## config.mk

```make
export PLATFORM = sky130hd
export DESIGN_NAME = button_debounce_mode_select
export DESIGN_NICKNAME = d
export VERILOG_FILES = /design/src/rtl/bdms_pkg.sv /design/src/rtl/button_debounce_mode_select.sv /design/src/rtl/bdms_core.sv
export VERILOG_INCLUDE_DIRS = /design/src /design/src/rtl
export SDC_FILE = /design/constraint.sdc
export NUM_CORES = 1
export LEC_CHECK = 0
export CAP_MARGIN = 40
export CORE_MARGIN = 3
export CORE_UTILIZATION = 64
export DETAILED_ROUTE_END_ITERATION = 6
export DONT_BUFFER_PORTS = 1
export GPL_TIMING_DRIVEN = 0
export PLACE_DENSITY_LB_ADDON = 0.12
export SLEW_MARGIN = 5
export SYNTH_ARGS = -nofsm -noshare
export SYNTH_HDL_FRONTEND = slang
export SYNTH_SLANG_ARGS = --single-unit
```

## constraint.sdc

```tcl
create_clock -name clk_i -period 3.7 [get_ports clk_i]
set_clock_uncertainty 0.2 [all_clocks]
set_input_delay 0 -clock clk_i [delete_from_list [all_inputs] [get_ports clk_i]]
set_output_delay 0 -clock clk_i [all_outputs]
set_load 0.02 [all_outputs]
```

## src/rtl/button_debounce_mode_select_assert.svh

```systemverilog
// ---------------------------------------------------------------------------
// Button debounce mode select: assertion macros
// Clocked, reset-qualified assertion helpers used by bdms_core.
// ---------------------------------------------------------------------------
`ifndef BUTTON_DEBOUNCE_MODE_SELECT_ASSERT_SVH
`define BUTTON_DEBOUNCE_MODE_SELECT_ASSERT_SVH

// Same-cycle implication.
`define BDMS_ASSERT_IMP(lbl, ante, cons, msg) \
  lbl: assert property (@(posedge clk_i) disable iff (!rst_ni) (ante) |-> (cons)) \
    else $error(msg);

// Next-cycle implication.
`define BDMS_ASSERT_NXT(lbl, ante, cons, msg) \
  lbl: assert property (@(posedge clk_i) disable iff (!rst_ni) (ante) |=> (cons)) \
    else $error(msg);

`endif

```

## src/rtl/bdms_pkg.sv

```systemverilog
// ---------------------------------------------------------------------------
// bdms_pkg
// Types and constants for the button debounce and mode select block.
// ---------------------------------------------------------------------------
package bdms_pkg;

  localparam int unsigned BtnW     = 4;
  localparam int unsigned CodeW    = 3;
  localparam int unsigned ModeW    = 8;
  localparam int unsigned ThrW     = 8;
  localparam int unsigned NumModesW = 9;
  localparam int unsigned AddrW    = 3;
  localparam int unsigned DataW    = 32;

  // button bit positions
  localparam int unsigned BitUp    = 0;
  localparam int unsigned BitDown  = 1;
  localparam int unsigned BitLeft  = 2;
  localparam int unsigned BitRight = 3;

  // reported button codes
  localparam logic [CodeW-1:0] CodeNone  = 3'd0;
  localparam logic [CodeW-1:0] CodeUp    = 3'd1;
  localparam logic [CodeW-1:0] CodeDown  = 3'd2;
  localparam logic [CodeW-1:0] CodeLeft  = 3'd3;
  localparam logic [CodeW-1:0] CodeRight = 3'd4;

  // register indexes (paddr[2])
  localparam logic RegThreshold = 1'b0;
  localparam logic RegNumModes  = 1'b1;

  localparam logic [ThrW-1:0]      ThresholdRst = 8'd3;
  localparam logic [NumModesW-1:0] NumModesRst  = 9'd8;

  typedef struct packed {
    logic [ThrW-1:0]      threshold;
    logic [NumModesW-1:0] num_modes;
  } cfg_t;

  typedef struct packed {
    logic             changed;
    logic [CodeW-1:0] pressed_button;
    logic [ModeW-1:0] mode_index;
  } result_t;

endpackage

```

## src/rtl/button_debounce_mode_select.sv

```systemverilog
// ---------------------------------------------------------------------------
// button_debounce_mode_select
// Four-button debouncer with a wrapping up/down mode index.
// ---------------------------------------------------------------------------
// One button sample is taken per transaction, every cycle if the neighbors
// allow: the debounce state and the output register both update at
// acceptance. in_ready_o stays high while that register is empty or being
// taken, so throughput is one item per clock. The two registers (threshold
// at 0x0, mode count at 0x4) are written through a zero-wait-state APB port
// and should only be changed while idle.
module button_debounce_mode_select import bdms_pkg::*; (
  input  logic             clk_i,
  input  logic             rst_ni,
  input  logic             psel,
  input  logic             penable,
  input  logic             pwrite,
  input  logic [AddrW-1:0] paddr,
  input  logic [DataW-1:0] pwdata,
  output logic [DataW-1:0] prdata,
  output logic             pready,
  input  logic             in_valid_i,
  output logic             in_ready_o,
  input  logic [BtnW-1:0]  buttons_i,
  output logic             out_valid_o,
  input  logic             out_ready_i,
  output logic             changed_o,
  output logic [CodeW-1:0] pressed_button_o,
  output logic [ModeW-1:0] mode_index_o
);

  cfg_t    cfg_q, cfg_d;
  result_t res, res_q;
  logic    out_valid_q, out_valid_d;
  logic    in_fire;
  logic    wr_en;

  assign pready = 1'b1;
  assign wr_en  = psel && penable && pwrite;

  always_comb begin
    cfg_d = cfg_q;
    if (wr_en) begin
      case (paddr[2])
        RegThreshold: cfg_d.threshold = pwdata[ThrW-1:0];
        RegNumModes:  cfg_d.num_modes = pwdata[NumModesW-1:0];
        default:      cfg_d = cfg_q;
      endcase
    end
  end

  always_comb begin
    case (paddr[2])
      RegThreshold: prdata = DataW'(cfg_q.threshold);
      RegNumModes:  prdata = DataW'(cfg_q.num_modes);
      default:      prdata = '0;
    endcase
  end

  assign in_ready_o  = !out_valid_q || out_ready_i;
  assign in_fire     = in_valid_i && in_ready_o;
  assign out_valid_d = in_fire || (out_valid_q && !out_ready_i);

  bdms_core u_core (
    .clk_i     (clk_i),
    .rst_ni    (rst_ni),
    .accept_i  (in_fire),
    .buttons_i (buttons_i),
    .cfg_i     (cfg_q),
    .res_o     (res)
  );

  always_ff @(posedge clk_i or negedge rst_ni) begin
    if (!rst_ni) begin
      cfg_q.threshold <= ThresholdRst;
      cfg_q.num_modes <= NumModesRst;
      out_valid_q     <= 1'b0;
    end else begin
      cfg_q       <= cfg_d;
      out_valid_q <= out_valid_d;
    end
  end

  always_ff @(posedge clk_i) begin
    if (in_fire) begin
      res_q <= res;
    end
  end

  assign out_valid_o      = out_valid_q;
  assign changed_o        = res_q.changed;
  assign pressed_button_o = res_q.pressed_button;
  assign mode_index_o     = res_q.mode_index;

endmodule

```

## src/rtl/bdms_core.sv

```systemverilog
// ---------------------------------------------------------------------------
// bdms_core
// Debounce state, priority decode and mode counter; one sample per transaction.
// ---------------------------------------------------------------------------
`include "button_debounce_mode_select_assert.svh"

module bdms_core import bdms_pkg::*; (
  input  logic            clk_i,
  input  logic            rst_ni,
  input  logic            accept_i,
  input  logic [BtnW-1:0] buttons_i,
  input  cfg_t            cfg_i,
  output result_t         res_o
);

  logic [BtnW-1:0]  prev_q, prev_d;
  logic [BtnW-1:0]  orig_q, orig_d;
  logic             armed_q, armed_d;
  logic [ThrW-1:0]  cnt_q, cnt_d;
  logic [CodeW-1:0] last_q, last_d;
  logic [ModeW-1:0] mode_q, mode_d;
  logic             changed;
  logic [ThrW-1:0]  cnt_inc;
  logic [ModeW-1:0] top;

  always_comb begin
    if (cfg_i.num_modes == '0) begin
      top = '0;
    end else if (cfg_i.num_modes[NumModesW-1]) begin
      top = '1;
    end else begin
      top = ModeW'(cfg_i.num_modes - NumModesW'(1));
    end
  end

  assign cnt_inc = cnt_q + ThrW'(1);

  always_comb begin
    prev_d  = prev_q;
    orig_d  = orig_q;
    armed_d = armed_q;
    cnt_d   = cnt_q;
    last_d  = last_q;
    mode_d  = mode_q;
    changed = 1'b0;
    if (accept_i) begin
      prev_d = buttons_i;
      if (buttons_i != '0 && buttons_i != prev_q) begin
        if (!armed_q) begin
          armed_d = 1'b1;
          orig_d  = prev_q;
        end else if (buttons_i == orig_q) begin
          armed_d = 1'b0;
        end
        cnt_d = '0;
      end else if (armed_q) begin
        cnt_d = cnt_inc;
        if (cnt_inc >= cfg_i.threshold) begin
          changed = 1'b1;
          armed_d = 1'b0;
          cnt_d   = '0;
        end
      end
      if (changed) begin
        if (buttons_i[BitUp]) begin
          last_d = CodeUp;
          mode_d = (mode_q < top) ? mode_q + ModeW'(1) : '0;
        end else if (buttons_i[BitDown]) begin
          last_d = CodeDown;
          mode_d = (mode_q != '0) ? mode_q - ModeW'(1) : top;
        end else if (buttons_i[BitLeft]) begin
          last_d = CodeLeft;
        end else if (buttons_i[BitRight]) begin
          last_d = CodeRight;
        end else begin
          last_d = CodeNone;
        end
      end
    end
  end

  always_ff @(posedge clk_i or negedge rst_ni) begin
    if (!rst_ni) begin
      prev_q  <= '0;
      orig_q  <= '0;
      armed_q <= 1'b0;
      cnt_q   <= '0;
      last_q  <= CodeNone;
      mode_q  <= '0;
    end else begin
      prev_q  <= prev_d;
      orig_q  <= orig_d;
      armed_q <= armed_d;
      cnt_q   <= cnt_d;
      last_q  <= last_d;
      mode_q  <= mode_d;
    end
  end

  assign res_o.changed        = changed;
  assign res_o.pressed_button = last_d;
  assign res_o.mode_index     = mode_d;

  `BDMS_ASSERT_IMP(a_chg_needs_armed, accept_i && changed, armed_q, "change while disarmed")
  `BDMS_ASSERT_NXT(a_chg_disarms, accept_i && changed, !armed_q && cnt_q == '0, "not disarmed")
  `BDMS_ASSERT_IMP(a_idle_cnt_zero, !armed_q, cnt_q == '0, "count nonzero while disarmed")
  `BDMS_ASSERT_NXT(a_mode_hold, !(accept_i && changed), $stable(mode_q) && $stable(last_q),
                   "result state moved without a change")

endmodule
```

==> flow_summary.json, run 1 <==
{
  "gp_congestion": 0.908,
  "drt_wl_total_mm": 9.00,
  "path_max_fanout": 10,
  "powerDensity_nw_per_um2": 503,
  "timing.final.ws_setup_ps": 176,
  "avgSynthCellArea_sq_um": 9.68,
  "synth-edff-count": 12,
  "rsz0062_at_grt": "true",
  "clockRootBuffer": "clkbuf_8",
  "finalCritPeriodShare": 0.952,
  "ys_warn_count": 0,
  "ant_nets": 0,
  "most-common-layout-cells": "43 x dfrtp_1, 26 x nand2_1, 25 x buf_4",
  "endpoint_kind": "flip-flop",
  "seq_area_frac_synth": 0.400,
  "crit_path_cell_trace": "inv_1 > ha_1 > or4b_4 > o32a_1 > o32ai_2 > ha_1 > a211oi_1 > o21ai_0 > a211o_1 > buf_2 > nor2_1 > o31ai_1 > o21ai_2",
  "async_reset_ff_frac": 0.793,
  "min_to": "cfg_q[13]",
  "fmax_mhz": 284,
  "required_ps": 3590,
  "fillers": 392,
  "wire_per_inst_um": 17.3,
  "drive_above_1_share": 0.208,
  "cp.arrival_ps": 3420,
  "coreArea_sq_um": 5610,
  "synth.cell_area_sq_um": 3790,
  "rr_startpoint": "cfg_q[0]",
  "port_buffers": 0,
  "critPathKind": "reg2reg",
  "instances_no_fill": 520,
  "critical_path.max_stage_delay_ps": 490,
  "h-tree-depth": 3,
  "ys_ff_latch": 58,
  "grt_pass1_vias": 3221,
  "relSlewSlack": 0.461,
  "grt_max_degree": 44,
  "die_h_um": 82.9,
  "syn_to_final_growth_pct": 17.3,
  "hp-class": "in2reg",
  "cts_tree": "built",
  "clockBufferDepth": 2,
  "antenna_found_initial": 0,
  "overflow": 0,
  "ys_types": 57,
  "die_w_um": 82.9,
  "vdd_drop_max_uv": 414,
  "dieArea_sq_um": 6870,
  "dp_slack_ps": 53.0,
  "drv_cap": 0,
  "antennaDiodeCount": 0,
  "drc": 0,
  "status": "complete, no violations",
  "hold_violations": 0,
  "critPathLaunchType": "flip-flop",
  "setup_violations": 0,
  "grt_pass1_wl_mm": 15.4,
  "routed-via-count": 3187,
  "track_usage": 0.275,
  "crit_slowest_cell": "or4b_4",
  "crit_top_cell": "ha_1",
  "fin_nets": 510,
  "min_period_ps": 3520,
  "ys.flop_type": "dfrtp_1",
  "initial_core_util": 0.675,
  "hp-start": "pwrite",
  "netlist_instances": 391,
  "mostFrequentLayoutCell": "dfrtp_1",
  "total_leakage_power_nw": 1.97,
  "p_total_mw": 2.23,
  "drtPass1Iterations": 5,
  "dp.cells": 485,
  "whs_path_depth": 2,
  "worst_pin_slew_ps": 800,
  "path_clk_slew_ps": 70,
  "insertion_delay_ps": 350,
  "numClockSinks": 58,
  "rows": 27,
  "reg2reg_slack_ps": 180,
  "viasPerCell": 6.13,
  "dp_hpwl_mm": 6.11,
  "io_pins": 93,
  "drv_slew": 0,
  "regToRegEndpoint": "mode_index_o[3]",
  "ff2ff_path_depth": 13,
  "drt_iter0_markers": 263,
  "tritoncts.num_buffers": 9
}
==> per-stage QoR <==
stage / hold WS, ps / utilization / setup TNS (ps) / instance area (sq um)
floorplan: -496 / - / 0 / 3870
global placement: -494 / 0.706 / 0 / 3960
detailed placement: -494 / 0.706 / 0 / 3960
CTS: 16.5 / 0.784 / 0 / 4400
global route: 54.7 / 0.792 / -75.3 / 4440
finish: 29.9 / 0.792 / 0 / 4440
==> cell families after synthesis <==
| kind of cell | after synthesis | synth area share |
|---|---|---|
| AO/OA/AOI/OAI | 92 | 0.169 |
| XOR/XNOR | 13 | 0.0301 |
| adder cells (fa/ha/maj) | 21 | 0.0694 |
| buffers and inverters | 66 | 0.0958 |
| flip-flops | 58 | 0.400 |
| multiplexers | 24 | 0.0711 |
| other | 2 | 0.00198 |
| AND/OR/NAND/NOR | 115 | 0.163 |
==> synth_stat cells, types with 2 or more instances <==
library cell / n / area (sq um)
nor4_1: 3 / 18.8
nand4_1: 5 / 31.3
a41oi_1: 2 / 17.5
o21ai_1: 2 / 10.0
a31oi_1: 2 / 12.5
dfstp_2: 3 / 78.8
edfxtp_1: 12 / 360
o21a_1: 2 / 15.0
nand2b_1: 7 / 43.8
a211o_1: 4 / 35.0
nor3b_1: 3 / 22.5
ha_1: 21 / 263
and3_1: 4 / 25.0
conb_1: 2 / 7.51
a211oi_1: 4 / 30.0
o211ai_1: 4 / 30.0
o22ai_1: 5 / 31.3
o32ai_1: 3 / 26.3
nand4b_1: 2 / 17.5
nor2b_1: 6 / 37.5
nand3_1: 14 / 70.1
a32o_1: 5 / 50.1
buf_2: 8 / 40.0
inv_1: 21 / 78.8
buf_4: 24 / 180
nand2_1: 26 / 97.6
or2_2: 2 / 12.5
or4b_4: 2 / 27.5
nor3_1: 14 / 70.1
nor2_1: 19 / 71.3
o31a_1: 2 / 17.5
clkbuf_1: 11 / 41.3
mux2_2: 23 / 259
dfrtp_1: 43 / 1080
o32a_1: 2 / 20.0
buf_6: 2 / 22.5
xnor2_1: 7 / 61.3
a21oi_1: 10 / 50.1
a21o_1: 2 / 15.0
xor2_1: 6 / 52.6
o21ai_0: 25 / 125
and2_1: 2 / 12.5
o31ai_1: 10 / 75.1
or3_1: 2 / 12.5
==> where the power goes <==
group / internal [mW] / total, mW / switching (mW)
Combinational: 0.292 / 0.690 / 0.398
Clock: 0.384 / 0.666 / 0.282
Sequential: 0.771 / 0.877 / 0.106
Total: 1.45 / 2.23 / 0.786
==> critical path: cells and delay by family, from the launching register on <==
kind,cells,cell delay (ps)
buffers and inverters,2,350
flip-flops,1,430
adder cells (fa/ha/maj),2,380
AND/OR/NAND/NOR,2,570
AO/OA/AOI/OAI,7,1350
==> state kept, by name (all words and copies together) (netlist names), 3 cells and up <==
signal	flops
cfg_q	17
u_core.mode_q	8
u_core.orig_q	4
u_core.prev_q	4
mode_index_o	8
pressed_button_o	3
u_core.cnt_q	8
u_core.last_q	3
==> routing by layer <==
layer / vias to the layer above / global-route usage / share of wire
met4: 0 / 0.134 / 0.030
met5: - / 0 / 0
li1: 1485 / - / -
met1: 1528 / 0.324 / 0.41
met3: 25 / 0.0556 / 0.061
met2: 149 / 0.476 / 0.50
==> final cells by class <==
| class | instances | area (sq um) | area share |
|---|---|---|---|
| inverters | 21 | 78.8 | 0.0178 |
| plain buffers | 45 | 285 | 0.0643 |
| well taps | 72 | 90.1 | 0.0203 |
| clock inverters | 7 | 101 | 0.0228 |
| repair buffers | 19 | 223 | 0.0502 |
| flip-flops and latches | 58 | 1520 | 0.341 |
| multi-input cells | 289 | 2020 | 0.455 |
| clock buffers | 9 | 124 | 0.0279 |
==> repair_timing <==
item | 4_1_cts | 5_1_grt
hold endpoints to repair | 81 | 0
setup endpoints to repair | 0 | 20
setup buffers | 0 | 1
hold buffers | 18 | 0
resized for setup | 0 | 9
==> worst max path at each step <==
stage / start / end / slack, ps / cells past startpoint
floorplan: cfg_q[0] / mode_index_o[2] / 470 / 13
global placement: cfg_q[0] / mode_index_o[7] / 120 / 13
detailed placement: cfg_q[0] / mode_index_o[2] / 50 / 13
CTS: cfg_q[0] / mode_index_o[6] / 30 / 13
global route: cfg_q[1] / mode_index_o[7] / -50 / 13
finish: cfg_q[0] / mode_index_o[3] / 180 / 13
(Power assumes the default switching activity.)
==> inputs of run 2 (changes only) <==
ABC_AREA = 1   (was not set)
==> flow_summary.json, run 2 <==
{
  "status": "complete, no violations",
  "routed-via-count": 3600,
  "place_area_sq_um": 4050,
  "largest_reg_flops": 17,
  "wire_per_inst_um": 15.4,
  "die_h_um": 83.9,
  "postLayoutCellArea_sq_um": 4520,
  "ff_latch_area_sq_um": 1520,
  "setup_violations": 0,
  "post-cts-setup-buffer-count": 0,
  "syn_to_final_growth_pct": 16.6,
  "grt_pass1_wl_mm": 16.4,
  "synth_top_area_frac": 0.277,
  "insertion_delay_ps": 340,
  "vdd_drop_max_uv": 350,
  "hp-class": "in2reg",
  "avgSynthCellArea_sq_um": 7.62,
  "reg2reg_slack_ps": 260,
  "path_max_fanout": 3,
  "power_frac_comb": 0.439,
  "drt_wl_total_mm": 9.91,
  "ys_ff_latch": 58,
  "hold_violations": 0,
  "fillers": 382,
  "viasPerCell": 5.58,
  "tritoncts.num_buffers": 9,
  "synth_common_cells": "106 x nand2_1, 70 x inv_1, 47 x o21ai_0",
  "synth-edff-count": 12,
  "fmax_mhz": 291,
  "drv_slew": 0,
  "ant_nets": 0,
  "seq_area_frac_synth": 0.391,
  "mostFrequentLayoutCell": "nand2_1",
  "overflow": 0,
  "min_period_ps": 3440,
  "fin_util": 0.797,
  "grt_max_degree": 44,
  "clockBufferDepth": 2,
  "grt_pass1_vias": 3538,
  "antenna_found_initial": 0,
  "cp.arrival_ps": 3440,
  "h-tree-depth": 3,
  "cts_tree": "built",
  "regMostFlops": "cfg_q",
  "powerDensity_nw_per_um2": 595,
  "intPower_mw": 1.51,
  "whs_ps": 30.5,
  "synth_area_leaders": "dfrtp_1 28%, nand2_1 10%, edfxtp_1 9.3%",
  "synth_top_area_cell": "dfrtp_1",
  "fin_nets": 635,
  "drt_iter0_markers": 305,
  "track_usage": 0.291,
  "critPathLaunchType": "flip-flop",
  "finalCritPeriodShare": 0.930,
  "numClockSinks": 58,
  "gp_congestion": 0.937,
  "dieArea_sq_um": 7030,
  "instances_no_fill": 645,
  "dp_hpwl_mm": 6.49,
  "ys_types": 38,
  "most-common-layout-cells": "106 x nand2_1, 70 x inv_1, 47 x o21ai_0",
  "die_w_um": 83.9,
  "antennaDiodeCount": 0,
  "initial_core_util": 0.684,
  "drtPass1Iterations": 5,
  "required_ps": 3700,
  "netlist_instances": 509,
  "pwr-share-clk": 0.192,
  "clockRootBuffer": "clkbuf_8",
  "endpoint_kind": "flip-flop",
  "coreArea_sq_um": 5680,
  "seqPwrFrac": 0.369,
  "critPathKind": "reg2reg",
  "relSlewSlack": 0.474,
  "p_sw_mw": 1.19,
  "synth_most_common_cell": "nand2_1",
  "multi_input_area_sq_um": 1920,
  "synth.cell_area_sq_um": 3880,
  "path_clk_slew_ps": 70,
  "drv_cap": 0,
  "rows": 27,
  "ys_warn_count": 0,
  "ys.flop_type": "dfrtp_1",
  "swShare": 0.441,
  "total_leakage_power_nw": 2.36,
  "io_pins": 93,
  "drc": 0,
  "async_reset_ff_frac": 0.793,
  "worst_pin_slew_ps": 781,
  "dp.cells": 603,
  "drive_above_1_share": 0.134,
  "port_buffers": 0
}
==> run 2: cell types whose count changed in the layout (fill, tap and decap cells not counted), moves of 7 or more <==
cell | previous run | this run
nand2b_1 | 7 | 0
nand3_1 | 14 | 33
dlygate4sd3_1 | 16 | 24
inv_1 | 21 | 70
nor3_1 | 13 | 1
mux2_2 | 23 | 4
o21ai_0 | 23 | 47
a21oi_1 | 10 | 33
nor2_1 | 19 | 43
o31ai_1 | 10 | 0
nand2_1 | 26 | 106
==> run 2: worst paths after layout <==
path,cells past startpoint,to,start
max,17,pressed_button_o[2],u_core.cnt_q[0]
min,4,cfg_q[2],psel
max in group asynchronous,3,u_core.armed_q,rst_ni
max reg2reg,17,pressed_button_o[2],u_core.cnt_q[0]
min in group asynchronous,2,cfg_q[9],rst_ni
min reg2reg,2,u_core.last_q[2],u_core.last_q[2]
==> run 2: cell families (layout without fill, tap and decap cells) <==
kind of cell / after synthesis / after routing / share of synthesized area
compound gates: 95 / 95 / 0.132
xor+xnor: 12 / 12 / 0.0271
fa+ha+maj: 21 / 21 / 0.0677
buf+inv: 111 / 153 / 0.137
flops: 58 / 58 / 0.391
mux: 4 / 4 / 0.0116
other cells: 2 / 24 / 0.00194
simple gates: 206 / 206 / 0.232
==> run 2: power by group through the flow <==
stage          registers [mW]  logic, mW  clock network [mW]
2_1_floorplan           0.955      0.898                   0
3_3_place_gp            0.991       1.05                   0
3_5_place_dp            0.995       1.10                   0
4_1_cts                 0.986       1.15               0.518
5_1_grt                  1.01       1.33               0.551
6_report                0.992       1.18               0.518
==> run 2: per-stage QoR <==
stage | TNS (ps) | power [mW] | setup WS, ps
after floorplan | 0 | 1.85 | 863
after global placement | 0 | 2.04 | 576
after detailed placement | 0 | 2.09 | 491
after CTS | 0 | 2.66 | 187
after global routing | -17.8 | 2.88 | -17.8
final | 0 | 2.69 | 260
==> run 2: layer usage <==
metal | routed length, um | part of all wire | GRT usage | vias up
met5 | 0 | 0 | 0 | -
met4 | 270 | 0.027 | 0.113 | 0
met3 | 777 | 0.078 | 0.0424 | 34
met2 | 4790 | 0.48 | 0.483 | 194
met1 | 4080 | 0.41 | 0.385 | 1658
li1 | - | - | - | 1714
==> run 2: area by class of cell <==
type	count	area share
multi-input cells	362	0.424
clock inverters	5	0.00636
clock buffers	11	0.0313
well taps	72	0.0199
inverters	76	0.0636
flip-flops and latches	58	0.335
repair buffers	26	0.0653
plain buffers	35	0.0542
==> run 2: worst max-delay path, stage by stage (launching register included) <==
cell and delay, ps:
dfrtp_1 410, inv_1 100, nor3_2 220, nand3_1 140, nor2_1 110, nand2_1 60, xor2_1 170, inv_1 60
ha_1 290, nand2_1 70, nor2_1 160, nand4_1 100, nand3_1 150, inv_1 80, nor2_1 170, nand4_1 120
dlygate4sd3_1 600, nand2_1 80
==> run 2: timing repair <==
action	in CTS	in global routing
hold buffers	26	0
resized for setup	0	1
hold endpoints to repair	87	0
endpoints found under the setup margin	0	2
==> inputs of run 3 (changes only) <==
CORE_UTILIZATION = 30   (was 64)
==> flow_summary.json, run 3 (synthesis results as in run 2) <==
{
  "status": "complete, no violations",
  "mostFrequentLayoutCell": "nand2_1",
  "ant_nets": 0,
  "path_clk_slew_ps": 50,
  "required_ps": 3690,
  "overflow": 0,
  "rr_startpoint": "u_core.cnt_q[2]",
  "grt_pass1_vias": 3189,
  "total_leakage_power_nw": 2.43,
  "p_sw_mw": 1.20,
  "swShare": 0.391,
  "regToRegEndpoint": "pressed_button_o[2]",
  "track_usage": 0.142,
  "ff2ff_path_depth": 17,
  "critPathLaunchType": "flip-flop",
  "h-tree-depth": 3,
  "clockRootBuffer": "clkbuf_16",
  "setup_violations": 0,
  "die_h_um": 120,
  "hp-class": "in2async",
  "clockBufferDepth": 2,
  "grt_max_degree": 47,
  "rsz0062_at_grt": "false",
  "drive_above_1_share": 0.133,
  "finalCritPeriodShare": 0.909,
  "critPathKind": "reg2reg",
  "cp.arrival_ps": 3360,
  "intPower_mw": 1.87,
  "path_max_fanout": 3,
  "fmax_mhz": 297,
  "rows": 40,
  "fin_tns_setup_ps": 0,
  "vdd_drop_max_uv": 248,
  "insertion_delay_ps": 330,
  "seqPwrFrac": 0.325,
  "numClockSinks": 58,
  "viasPerCell": 4.57,
  "drt_wl_total_mm": 10.0,
  "antenna_found_initial": 1,
  "wire_per_inst_um": 13.5,
  "port_buffers": 0,
  "cts_tree": "built",
  "grt_pass1_wl_mm": 16.3,
  "most-common-layout-cells": "106 x nand2_1, 70 x inv_1, 47 x o21ai_0",
  "largest_reg_flops": 17,
  "drt_iter0_markers": 173,
  "pwr-share-clk": 0.297,
  "reg2reg_slack_ps": 340,
  "syn_to_final_growth_pct": 23.4,
  "drv_slew": 0,
  "endpoint_kind": "flip-flop",
  "dp_hpwl_mm": 7.27,
  "coreArea_sq_um": 12300,
  "worst_pin_slew_ps": 772,
  "die_w_um": 120,
  "hold_violations": 0,
  "dieArea_sq_um": 14300,
  "p_total_mw": 3.07,
  "power_frac_comb": 0.378,
  "relSlewSlack": 0.485,
  "regMostFlops": "cfg_q",
  "min_period_ps": 3360,
  "io_pins": 93,
  "drc": 0,
  "powerDensity_nw_per_um2": 640,
  "initial_core_util": 0.315,
  "tritoncts.num_buffers": 9,
  "fin_nets": 635,
  "drv_cap": 0,
  "drtPass1Iterations": 4,
  "gp_congestion": 0.851,
  "routed-via-count": 3391
}
run 3: cell types whose count changed in the layout (fill, tap and decap cells not counted), moves of 2 or more:
| cell | delta |
|---|---|
| clkinv_2 | -2 |
| bufinv_16 | +2 |
| clkbuf_16 | +9 |
| clkbuf_8 | -8 |
run 3: power groups by stage:
stage / Clock (mW) / Combinational (mW) / Sequential, mW
finish: 0.911 / 1.16 / 0.997
global route: 0.974 / 1.32 / 1.01
CTS: 0.938 / 1.16 / 0.998
detailed placement: 0 / 1.11 / 1.01
global placement: 0 / 1.10 / 1.01
floorplan: 0 / 0.898 / 0.955
run 3: repair_timing:
action | 4_1_cts | 5_1_grt
endpoints found under the setup margin | 0 | 2
hold endpoints to repair | 86 | 0
setup buffers | 0 | 0
hold buffers | 26 | 0
resized for setup | 0 | 1
run 3: cell type report:
cell class	count	area, sq um
clock buffers	12	256
repair buffers	26	278
inverters	76	288
multi-input cells	362	1920
diodes	1	2.50
clock inverters	4	73.8
plain buffers	35	245
well taps	168	210
flip-flops and latches	58	1520
fillers	1312	7520
run 3: critical path, stage by stage, from the launching register on:
cell           delay (ps)
dfrtp_1               370
inv_1                  70
nor3_2                220
nand3_1               150
nor2_1                120
nand2_1                60
xor2_1                170
inv_1                  80
ha_1                  290
nand2_1                70
nor2_1                140
nand4_1                90
nand3_1               170
inv_1                  90
nor2_1                160
nand4_1               110
dlygate4sd3_1         590
nand2_1                70
run 3: worst max path at each step:
stage	start	cells after the start	endpoint
6_report	u_core.cnt_q[2]	17	pressed_button_o[2]
5_1_grt	u_core.cnt_q[2]	17	pressed_button_o[2]
4_1_cts	u_core.cnt_q[2]	17	pressed_button_o[2]
3_5_place_dp	u_core.cnt_q[0]	18	pressed_button_o[0]
3_3_place_gp	u_core.cnt_q[0]	18	pressed_button_o[0]
2_1_floorplan	u_core.cnt_q[2]	18	pressed_button_o[0]
run 3: metrics by stage:
step                instances  worst slack [ps]  hold slack (ps)  instance area (sq um)   util
global route              742              31.0             19.1                   4790  0.389
floorplan                 531               863             -496                   3960      -
finish                    742               335             13.0                   4790  0.389
CTS                       741               144            0.715                   4780  0.388
global placement          699               397             -494                   4170  0.339
detailed placement        699               414             -494                   4170  0.339
run 3: routing by layer:
metal,part of all wire,track usage
met2,0.47,0.223
met1,0.47,0.192
met5,0,0
met4,0.015,0.0437
met3,0.050,0.0353
